`src/rtl/core/pts_pkg.sv`:
```
`timescale 1ns / 1ps

package pts_pkg;

  // Fixed field widths of the beats
  localparam int W_TAG   = 8;
  localparam int W_PRIO  = 8;
  localparam int W_BURST = 16;
  localparam int W_TIME  = 21;
  localparam int W_AVG   = 29;
  localparam int W_COUNT = 6;
  localparam int W_FRAC  = 8;

  // Request action codes
  localparam logic ACT_ADD      = 1'b0;
  localparam logic ACT_SCHEDULE = 1'b1;

  // Response kinds
  localparam logic [1:0] KIND_ACK      = 2'd0;
  localparam logic [1:0] KIND_DISPATCH = 2'd1;
  localparam logic [1:0] KIND_METRICS  = 2'd2;

  // Add acknowledge status
  localparam logic STAT_OK   = 1'b0;
  localparam logic STAT_FULL = 1'b1;

  typedef struct packed {
    logic               action;
    logic [W_TAG-1:0]   task_tag;
    logic [W_PRIO-1:0]  priority_req;
    logic [W_BURST-1:0] burst;
  } req_beat_t;

  typedef struct packed {
    logic [1:0]         kind;
    logic               status;
    logic [W_TAG-1:0]   run_tag;
    logic [W_BURST-1:0] run_burst;
    logic [W_TIME-1:0]  start_time;
    logic [W_TIME-1:0]  finish_time;
    logic [W_AVG-1:0]   avg_turnaround;
    logic [W_AVG-1:0]   avg_response;
    logic [W_AVG-1:0]   avg_wait;
    logic [W_COUNT-1:0] tasks_run;
    logic               last;
  } rsp_beat_t;

  // Table entry as stored in the task memory
  typedef struct packed {
    logic [W_TAG-1:0]   tag;
    logic [W_PRIO-1:0]  prio;
    logic [W_BURST-1:0] burst;
  } entry_t;

  typedef enum logic [2:0] {
    S_IDLE,
    S_ADD,
    S_SCAN,
    S_DISPATCH,
    S_DIV_TA,
    S_DIV_RESP,
    S_METRICS
  } state_t;

endpackage

```
`src/rtl/core/pts_divider.sv`:
```
`timescale 1ns / 1ps

// Restoring divider, one quotient bit per cycle
module pts_divider #(
  parameter int DW = 36,
  parameter int CW = 6
) (
  input  logic          clk,
  input  logic          rst,
  input  logic          start,
  input  logic [DW-1:0] dividend,
  input  logic [CW-1:0] divisor,
  output logic          busy,
  output logic          done,
  output logic [DW-1:0] quotient
);

  localparam int NW = $clog2(DW + 1);

  logic [NW-1:0] steps;
  logic [CW-1:0] rem;
  logic [DW-1:0] quo;
  logic [CW:0]   shifted;
  logic [CW:0]   diff;
  logic          fits;

  // Trial subtract of the shifted partial remainder
  always_comb begin
    shifted = {rem, quo[DW-1]};
    diff    = shifted - {1'b0, divisor};
    fits    = (shifted >= {1'b0, divisor});
  end

  always_ff @(posedge clk) begin
    if (rst) begin
      busy  <= 1'b0;
      done  <= 1'b0;
      steps <= '0;
    end else begin
      done <= 1'b0;
      if (start) begin
        busy  <= 1'b1;
        steps <= NW'(DW);
      end else if (busy) begin
        steps <= steps - 1'b1;
        if (steps == NW'(1)) begin
          busy <= 1'b0;
          done <= 1'b1;
        end
      end
    end
  end

  always_ff @(posedge clk) begin
    if (start) begin
      rem <= '0;
      quo <= dividend;
    end else if (busy) begin
      rem <= fits ? diff[CW-1:0] : shifted[CW-1:0];
      quo <= {quo[DW-2:0], fits};
    end
  end

  assign quotient = quo;

endmodule

```
`src/rtl/core/priority_task_scheduler.sv`:
```
`timescale 1ns / 1ps

// Non-preemptive priority scheduler over a table of up to TASKS tasks. An add
// beat stores one task (tag, priority, burst) and answers with one acknowledge
// beat, status full when the table already holds TASKS tasks. A schedule beat
// drains the table: for each task, the highest priority first and the most
// recently added first among equals, it gives one dispatch beat with start and
// finish times counted from 0, then one metrics beat with the task count and
// the floored averages of finish and start times in 8-bit fixed point (0 when
// the table was empty). Each dispatch is one full pass over the single-port
// task memory, and the two averages come one after the other from a bit-serial
// divider of width DW = 24 + 2 * clog2(TASKS + 1) (36 for TASKS = 32). No new
// request is taken while a beat is in progress; the last response can wait in
// its output register meanwhile.
module priority_task_scheduler #(
  parameter int TASKS = 32
) (
  input  logic              clk,
  input  logic              rst,
  input  logic              req_valid,
  output logic              req_stall,
  input  pts_pkg::req_beat_t req,
  output logic              rsp_valid,
  input  logic              rsp_stall,
  output pts_pkg::rsp_beat_t rsp
);

  import pts_pkg::*;

  localparam int IW = (TASKS > 1) ? $clog2(TASKS) : 1;
  localparam int CW = $clog2(TASKS + 1);
  localparam int TW = W_BURST + CW;
  localparam int SW = TW + CW;
  localparam int DW = SW + W_FRAC;
  localparam logic [IW-1:0] LAST_IDX = IW'(TASKS - 1);

  state_t state, state_next;

  // Task memory; slot order equals slot index since adds fill slots in turn
  entry_t           mem [TASKS];
  logic [TASKS-1:0] slot_valid;
  logic [CW-1:0]    pending;

  // Scan pipeline
  logic [IW-1:0] scan_addr;
  logic          issuing;
  logic          rd_valid;
  logic [IW-1:0] rd_idx;
  entry_t        rd_ent;
  logic          ent_valid;

  // Best candidate of the current pass
  logic          found;
  logic [IW-1:0] best_idx;
  entry_t        best;

  // Schedule accumulators
  logic [TW-1:0] now;
  logic [SW-1:0] sum_start;
  logic [SW-1:0] sum_finish;
  logic [CW-1:0] run_count;
  logic          add_full;
  logic [DW-1:0] avg_ta;
  logic [DW-1:0] avg_resp;

  // Divider hookup
  logic          div_start;
  logic [DW-1:0] div_dividend;
  logic          div_busy;
  logic          div_done;
  logic [DW-1:0] div_quo;

  // Control decode
  logic      req_take;
  logic      rsp_free;
  logic      rsp_load;
  rsp_beat_t rsp_next;
  logic      scan_init;
  logic      take;
  logic      found_now;
  logic      scan_end;
  logic [TW-1:0] finish;

  logic [DW+W_AVG-1:0]    ta_ext;
  logic [DW+W_AVG-1:0]    resp_ext;
  logic [TW+W_TIME-1:0]   start_ext;
  logic [TW+W_TIME-1:0]   finish_ext;
  logic [CW+W_COUNT-1:0]  count_ext;

  assign req_take = req_valid && !req_stall;
  assign rsp_free = !rsp_valid || !rsp_stall;

  // Candidate compare: later slot wins a priority tie
  always_comb begin
    take      = rd_valid && ent_valid && (!found || (rd_ent.prio >= best.prio));
    found_now = found || take;
    scan_end  = rd_valid && (rd_idx == LAST_IDX);
    finish    = now + TW'(best.burst);
  end

  // Next state
  always_comb begin
    state_next = state;
    unique case (state)
      S_IDLE: begin
        if (req_valid) begin
          state_next = (req.action == ACT_ADD) ? S_ADD : S_SCAN;
        end
      end
      S_ADD: begin
        if (rsp_free) state_next = S_IDLE;
      end
      S_SCAN: begin
        if (scan_end) state_next = found_now ? S_DISPATCH : S_DIV_TA;
      end
      S_DISPATCH: begin
        if (rsp_free) state_next = S_SCAN;
      end
      S_DIV_TA: begin
        if (div_done) state_next = S_DIV_RESP;
      end
      S_DIV_RESP: begin
        if (div_done) state_next = S_METRICS;
      end
      S_METRICS: begin
        if (rsp_free) state_next = S_IDLE;
      end
      default: state_next = S_IDLE;
    endcase
  end

  // Field widening for the response
  always_comb begin
    ta_ext     = {{W_AVG{1'b0}}, avg_ta};
    resp_ext   = {{W_AVG{1'b0}}, avg_resp};
    start_ext  = {{W_TIME{1'b0}}, now};
    finish_ext = {{W_TIME{1'b0}}, finish};
    count_ext  = {{W_COUNT{1'b0}}, run_count};
  end

  // Outputs of the sequencer
  always_comb begin
    req_stall    = (state != S_IDLE);
    rsp_load     = 1'b0;
    rsp_next     = '0;
    scan_init    = 1'b0;
    div_start    = 1'b0;
    div_dividend = {sum_start, {W_FRAC{1'b0}}};
    unique case (state)
      S_IDLE: begin
        scan_init = req_valid && (req.action == ACT_SCHEDULE);
      end
      S_ADD: begin
        rsp_load      = rsp_free;
        rsp_next.kind = KIND_ACK;
        rsp_next.status = add_full ? STAT_FULL : STAT_OK;
        rsp_next.last = 1'b1;
      end
      S_SCAN: begin
        div_start    = scan_end && !found_now;
        div_dividend = {sum_finish, {W_FRAC{1'b0}}};
      end
      S_DISPATCH: begin
        rsp_load             = rsp_free;
        scan_init            = rsp_free;
        rsp_next.kind        = KIND_DISPATCH;
        rsp_next.run_tag     = best.tag;
        rsp_next.run_burst   = best.burst;
        rsp_next.start_time  = start_ext[W_TIME-1:0];
        rsp_next.finish_time = finish_ext[W_TIME-1:0];
      end
      S_DIV_TA: begin
        div_start = div_done;
      end
      S_DIV_RESP: begin
      end
      S_METRICS: begin
        rsp_load      = rsp_free;
        rsp_next.kind = KIND_METRICS;
        if (run_count != '0) begin
          rsp_next.avg_turnaround = ta_ext[W_AVG-1:0];
          rsp_next.avg_response   = resp_ext[W_AVG-1:0];
          rsp_next.avg_wait       = resp_ext[W_AVG-1:0];
        end
        rsp_next.tasks_run = count_ext[W_COUNT-1:0];
        rsp_next.last      = 1'b1;
      end
      default: begin
      end
    endcase
  end

  always_ff @(posedge clk) begin
    if (rst) state <= S_IDLE;
    else     state <= state_next;
  end

  // Output register
  always_ff @(posedge clk) begin
    if (rst) begin
      rsp_valid <= 1'b0;
    end else if (rsp_load) begin
      rsp_valid <= 1'b1;
    end else if (!rsp_stall) begin
      rsp_valid <= 1'b0;
    end
  end

  always_ff @(posedge clk) begin
    if (rsp_load) rsp <= rsp_next;
  end

  // Task memory write and registered read
  always_ff @(posedge clk) begin
    if (req_take && (req.action == ACT_ADD) && (pending != CW'(TASKS))) begin
      mem[pending[IW-1:0]] <= '{tag: req.task_tag, prio: req.priority_req,
                                burst: req.burst};
    end
    if (issuing) rd_ent <= mem[scan_addr];
  end

  // Valid bits and fill count
  always_ff @(posedge clk) begin
    if (rst) begin
      slot_valid <= '0;
      pending    <= '0;
    end else begin
      if (req_take && (req.action == ACT_ADD) && (pending != CW'(TASKS))) begin
        slot_valid[pending[IW-1:0]] <= 1'b1;
        pending <= pending + 1'b1;
      end
      if ((state == S_DISPATCH) && rsp_free) slot_valid[best_idx] <= 1'b0;
      if ((state == S_SCAN) && scan_end && !found_now) pending <= '0;
    end
  end

  always_ff @(posedge clk) begin
    if (req_take) add_full <= (pending == CW'(TASKS));
  end

  // Scan address sequencing
  always_ff @(posedge clk) begin
    if (rst) begin
      issuing  <= 1'b0;
      rd_valid <= 1'b0;
      found    <= 1'b0;
    end else if (scan_init) begin
      issuing  <= 1'b1;
      rd_valid <= 1'b0;
      found    <= 1'b0;
    end else begin
      rd_valid <= issuing;
      if (issuing && (scan_addr == LAST_IDX)) issuing <= 1'b0;
      if (take) found <= 1'b1;
    end
  end

  always_ff @(posedge clk) begin
    if (scan_init) begin
      scan_addr <= '0;
    end else if (issuing && (scan_addr != LAST_IDX)) begin
      scan_addr <= scan_addr + 1'b1;
    end
    rd_idx    <= scan_addr;
    ent_valid <= slot_valid[scan_addr];
    if (take) begin
      best_idx <= rd_idx;
      best     <= rd_ent;
    end
  end

  // Time and sum accumulators
  always_ff @(posedge clk) begin
    if (req_take && (req.action == ACT_SCHEDULE)) begin
      now        <= '0;
      sum_start  <= '0;
      sum_finish <= '0;
      run_count  <= '0;
    end else if ((state == S_DISPATCH) && rsp_free) begin
      now        <= finish;
      sum_start  <= sum_start + SW'(now);
      sum_finish <= sum_finish + SW'(finish);
      run_count  <= run_count + 1'b1;
    end
    if ((state == S_DIV_TA) && div_done)   avg_ta   <= div_quo;
    if ((state == S_DIV_RESP) && div_done) avg_resp <= div_quo;
  end

  pts_divider #(
    .DW (DW),
    .CW (CW)
  ) u_div (
    .clk      (clk),
    .rst      (rst),
    .start    (div_start),
    .dividend (div_dividend),
    .divisor  (run_count),
    .busy     (div_busy),
    .done     (div_done),
    .quotient (div_quo)
  );

`ifndef SYNTH
  // Fill count never passes the table size
  a_pending_bound: assert property (@(posedge clk) disable iff (rst)
    pending <= CW'(TASKS))
    else $error("pending count exceeds table size");

  // Between requests the fill count matches the set valid bits
  a_pending_match: assert property (@(posedge clk) disable iff (rst)
    (state == S_IDLE) |-> ($countones(slot_valid) == 32'(pending)))
    else $error("fill count and valid bits disagree");

  // A drained table is fully empty by the metrics beat
  a_drained: assert property (@(posedge clk) disable iff (rst)
    (state == S_METRICS) |-> ((slot_valid == '0) && (pending == '0)))
    else $error("table not empty at metrics");

  // Divider is never restarted mid-division
  a_div_idle: assert property (@(posedge clk) disable iff (rst)
    div_start |-> !div_busy)
    else $error("divider started while busy");

  // Dispatch only follows a pass that found a task
  a_dispatch_found: assert property (@(posedge clk) disable iff (rst)
    (state == S_DISPATCH) |-> found)
    else $error("dispatch without a candidate");
`endif

endmodule

```
`config.mk`:
```
export PLATFORM = sky130hd
export DESIGN_NAME = priority_task_scheduler
export DESIGN_NICKNAME = d
export VERILOG_FILES = /design/src/rtl/core/pts_pkg.sv /design/src/rtl/core/pts_divider.sv /design/src/rtl/core/priority_task_scheduler.sv
export SDC_FILE = /design/constraint.sdc
export NUM_CORES = 2
export LEC_CHECK = 0
export BUFFER_PORTS_ARGS = -buffer_cell sky130_fd_sc_hd__buf_2
export CAP_MARGIN = 20
export CELL_PAD_IN_SITES_DETAIL_PLACEMENT = 0
export CELL_PAD_IN_SITES_GLOBAL_PLACEMENT = 1
export CORE_ASPECT_RATIO = 1.1
export CORE_MARGIN = 5
export CORE_UTILIZATION = 58
export DETAILED_ROUTE_END_ITERATION = 12
export MAX_ROUTING_LAYER = met4
export PLACE_DENSITY = 0.93
export SLEW_MARGIN = 20
export SYNTH_ARGS = -nofsm -noshare
export SYNTH_HDL_FRONTEND = slang
export SYNTH_SLANG_ARGS = --single-unit
```
`constraint.sdc`:
```
create_clock -name clk -period 18.3 [get_ports clk]
set_input_delay 0.915 -clock clk [delete_from_list [all_inputs] [get_ports clk]]
set_output_delay 0.915 -clock clk [all_outputs]
set_load 0.01 [all_outputs]
```
### Word-level counts from Yosys, hierarchy flattened

Memory sizes are Yosys's and may differ from the RTL's. A register that Yosys moved wholly into a read port is not among the register bits.
Index checks and enable logic that the tools add are counted.

| operators by class | value |
|---|---|
| add/subtract/negate cells | 8 |
| $lt $le $gt $ge | 7 |
| eq/ne operators | 19 |
| multiplexer cells | 40 |
| bitwise logic cells | 5 |
| reduce and logical (&&, ||, !) cells | 39 |

Operator list:

| kind | number |
|---|---|
| 36-bit two-way mux | 3 |
| 32-bit two-way mux | 3 |
| 28-bit by 22-bit adder with 28-bit output | 2 |
| 32-bit bitwise AND | 1 |
| 32-bit NOT | 1 |
| 32-bit bitwise OR | 1 |
| 22-bit by 16-bit adder with 22-bit output | 1 |
| 3-bit two-way mux | 7 |
| 1-bit logical AND | 18 |
| 5-bit by 6-bit less-than comparator with 1-bit output (second input constant) | 3 |
| 6-bit two-way mux | 3 |
| 3-bit case mux with 6 select lines | 1 |
| 1-bit two-way mux | 16 |
| 6-bit by 1-bit adder with 6-bit output (second input constant) | 2 |
| 1-bit demux with 5-bit select | 2 |
| 5-bit equality test (second input constant) | 2 |
| 5-bit by 1-bit greater-or-equal comparator with 1-bit output (second input constant) | 2 |
| 3-bit equality test (second input constant) | 3 |
| 8-bit greater-or-equal comparator | 1 |
| 2-bit by 1-bit inequality test with 1-bit output (second input constant) | 4 |
| 2-bit OR reduction | 4 |
| 7-bit by 6-bit greater-or-equal comparator with 1-bit output | 1 |
| 3-bit by 2-bit equality test with 1-bit output (second input constant) | 2 |
| 6-bit by 1-bit equality test with 1-bit output (second input constant) | 1 |
| other kinds (22) | 34 |

| word-level totals | value |
|---|---|
| register bits after elaboration | 420 |
| RAM bits | 1,024 |
| input bits | 37 |
| output and inout port bits | 165 |
| logic and storage cells | 156 |
| memories | 1 |

Memories:

| memory | words | bits a word | rd ports | clocked after memory_dff | wr ports | line | source |
|---|---|---|---|---|---|---|---|
| mem | 32 | 32 | 1 | 1 | 1 | priority_task_scheduler.sv:40 | `entry_t mem [TASKS];` |

### Depth between registers and ports, before layout

| logic depth | value |
|---|---|
| depth after elaboration | 9 |
| gate-level depth with buffers | 20 |
| mapped depth without buffers | 19 |

### Hierarchy

Synthesis repeated with hierarchy kept, for this count alone.

| second synthesis, totals | value |
|---|---|
| cell total of the unflattened synthesis | 3,216 |
| area, all modules | 59,300.6 um2 |

Modules (own cells, without submodules):

| module | times used | cells each | area an instance (um2) | seq. area each (um2) |
|---|---|---|---|---|
| priority_task_scheduler | 1 | 3,028 | 56,864.5 | 41,419.7 |
| pts_divider | 1 | 188 | 2,436.1 | 1,361.3 |

### Worst setup path before layout

Ideal clock, no wire load.

| path | value |
|---|---|
| path type | input -> register |
| from | input rsp_stall |
| to | register rsp[0] (netlist bit) (enable) |
| setup time | 672 ps |
| data arrival time | 7,384 ps |
| data required time | 17,628 ps |
| setup slack | 10,244 ps |
| stages | 1 |
| buffers on the path | 0 |
| cell sequence | a21oi_1 |

| between the ends | value |
|---|---|
| word-level cells in the longest chain between the ends | 3 |

Ends and longest elaborated chain:

| item | line | source |
|---|---|---|
| start: declaration | priority_task_scheduler.sv:24 | `input logic rsp_stall,` |
| 1-bit zero test | -- |  |
| 1-bit logical OR | priority_task_scheduler.sv:91 | `assign rsp_free = !rsp_valid \|\| !rsp_stall;` |
| 1-bit two-way mux | priority_task_scheduler.sv:149 | `unique case (state)` |
| end signal: assignment | priority_task_scheduler.sv:210 | `if (rsp_load) rsp <= rsp_next;` |
| end: declaration | priority_task_scheduler.sv:25 | `output pts_pkg::rsp_beat_t rsp` |

No other way between the ends.
A chain may end at the register's enable or synchronous reset.

==> reports/qor.txt <==
mux cell area share after synthesis: 13.8%
initial antenna violation count: 13
top_reg_cell synth: edfxtp_1
clk_lat worst skew: 0.77 ns
Clock Pin Slew Worst Setup and Hold Paths: 0.07 ns
fin cells: 4858
largest family of logic cells by synthesized area: multiplexers
commonest non-fill, non-tap cell in the layout: edfxtp_1
Util after Layout: 65.6%
Residual DRC: 0
Pre-antenna DRT Iters: 6
hold violation total from the final report: 0
fill count: 6436
Rel. slew slack: 19.4%
slew at the pin closest to its max-slew limit: 1.21 ns
layout cells sized above 1: 24.8%
Syn Nets: 3354
hold crit path type: reg -> reg
crit-path max FO: 49
Post-Route WL: 150000 µm
Post-CTS Setup Inserts: 0
Post-synth EDFFs: 1322
nets@finish: 3565
CTS tree: done
Synth Area in Simple Gates: 4.83%
leak pwr: 21.7 nW
Synth top area share: 67.4%
Clock Sinks: 1476
Startpoint Class: flip-flop
fin crit period: 4.87 ns
Area Growth Syn to Fin: 12.3%
# resized after CTS: 0
final non-filler cell area: 66100 µm²
CP required: 18.82 ns
worst flop-to-flop path startpoint: scan_addr[0]$_SDFFE_PP0P_
worst hold margin: 0.419 ns
setup TNS: 0 ns
core box area: 101000 µm²
met1 WL: 51100 µm
Vias: 31700
max cap viols: 0
RePlAce Congestion: 0.895
Synth Warn #: 0
Synth Area in Compound Gates: 3.78%
met3 wire length: 15100 µm
Ports: 202
sequential share of the synthesized area: 72.7%
total clock buffers created by CTS: 141
largest cells by area after synthesis: edfxtp_1 67%, mux4_2 13%, dfxtp_1 5.2%
vias per inst: 6.52
worst setup margin: 13.43 ns
hold_buf cts: 0
1st-iter DRT viols: 4354
Global Route Usage Sum: 28.7%
XOR/XNOR Fraction of Synth Area: 1.22%
Worst Clk Skew: 0.0401 ns
FMAX: 205 MHz
crit path kind: reg -> reg
worst slack at placement: 13.36 ns
Cells after Synth: 3229
pin count of the biggest net entering global routing: 147
instance area after placement: 61500 µm²
initial standard-cell utilization of the core: 58.4%
Post-DP HPWL: 77600 µm
Final setup viols: 0
# port buffers: 201
pins over their slew limit: 0
commonest cells after routing, fill and taps aside: 1322 x edfxtp_1, 330 x mux4_2, 201 x buf_2
Post-DRT Antenna Nets: 0
Die W: 314 µm
Worst IR Drop VDD: 0.000104 V
die area: 108000 µm²
vias in the first global route: 32200
clk buf depth: 3
met2 WL: 76500 µm
global route total overflow: 0
dpl cells: 4599
CP endpoint kind: flip-flop
Design Power: 8.93 mW
worst hold path startpoint: rd_ent[24]$_DFFE_PP_
Async SR Flop Fraction: 0%
global-route wire length before repair: 218000 µm
status: finished clean
chip height: 344 µm
CTS root buffer: clkbuf_16
mean routed wirelength per cell: 30.8 µm
area leader, netlist: edfxtp_1
top sig layer: met4
crit path launch: scan_addr[0]$_SDFFE_PP0P_
Netlist cell types: 64
post-synthesis adder-cell area fraction: 1.92%
RSZ-0062 raised after global routing: false
crit path DAT: 5.39 ns
register bit total from synthesis: 1476
FP Rows: 122
Avg Cell Area, Syn: 18.2 µm²
synthesized cell area: 58900 µm²
period utilization: 26.6%
H-Tree Depth: 4
pwr dens: 135 nW/µm²
per-layer routing:
layer | vias up | global-route usage (%)
met3 | 408 | 5.62
met2 | 2072 | 48.0
met4 | 0 | 12.0
met5 | - | -
li1 | 13200 | -
met1 | 15900 | 34.8
path summary, 6_finish.rpt:
path | cells after the start | endpoint | slack (ns)
worst min-delay path | 0 | best[24]$_DFFE_PP_ | 0.42
worst min register to register | 0 | best[24]$_DFFE_PP_ | 0.42
worst max-delay path | 6 | rd_ent[30]$_DFFE_PP_ | 13.43
worst max register to register | 6 | rd_ent[30]$_DFFE_PP_ | 13.43
area by class of cell:
class,count,area [µm²],share of cell area [%]
antenna,11,27.5,0.0416
inverter,58,218,0.329
tap,1302,1630,2.46
clock inverter,81,933,1.41
clock buffer,167,3670,5.55
multi-input combinational,1504,15400,23.2
sequential,1476,42800,64.7
timing repair buffer,259,1470,2.22
cells in the mapped netlist (10+ instances only):
cell type	n
xor2_1	37
and2_1	79
ha_1	84
mux2i_1	31
and3_1	51
nand2b_1	10
o21ai_0	124
a31oi_1	10
inv_1	58
dfxtp_1	154
a211oi_1	38
nor2_1	157
nor3_1	23
a21oi_1	94
mux4_2	330
clkbuf_1	131
nand2_1	136
nand3_1	41
nand4_1	28
nor2b_1	12
edfxtp_1	1322
buf_4	29
a21o_1	25
buf_2	11
mux2_2	33
buf_1	20
xnor2_1	43
cells by family (layout without fill, tap and decap cells):
logic type / count (synthesis) / in the layout
buf+inv: 249 / 565
flops: 1476 / 1476
xor+xnor: 81 / 81
compound gates: 364 / 364
simple gates: 577 / 577
mux: 394 / 394
other cells: 0 / 11
fa+ha+maj: 88 / 88
flip-flops by register name, summed over array words and instances (netlist names), 29 cells and up:
signal / count
rd_ent: 32
best: 32
mem: 1024
rsp: 134
slot_valid: 32
u_div.quotient: 36
avg_resp: 29
avg_ta: 29
critical path, stage by stage, from the launching register on:
cell     delay (ns)
dfxtp_4        0.65
buf_4          0.83
buf_4          0.74
buf_4          0.88
mux4_2         0.62
mux4_2         0.51
mux2_2         0.28
power breakdown:
group	total (mW)	internal, mW	switching (mW)	leakage (nW)
Combinational	1.95	0.896	1.06	6.32
Clock	2.92	1.64	1.29	2.21
Sequential	4.05	3.90	0.156	13.2
Total	8.93	6.43	2.50	21.7
(Power assumes the default switching activity.)
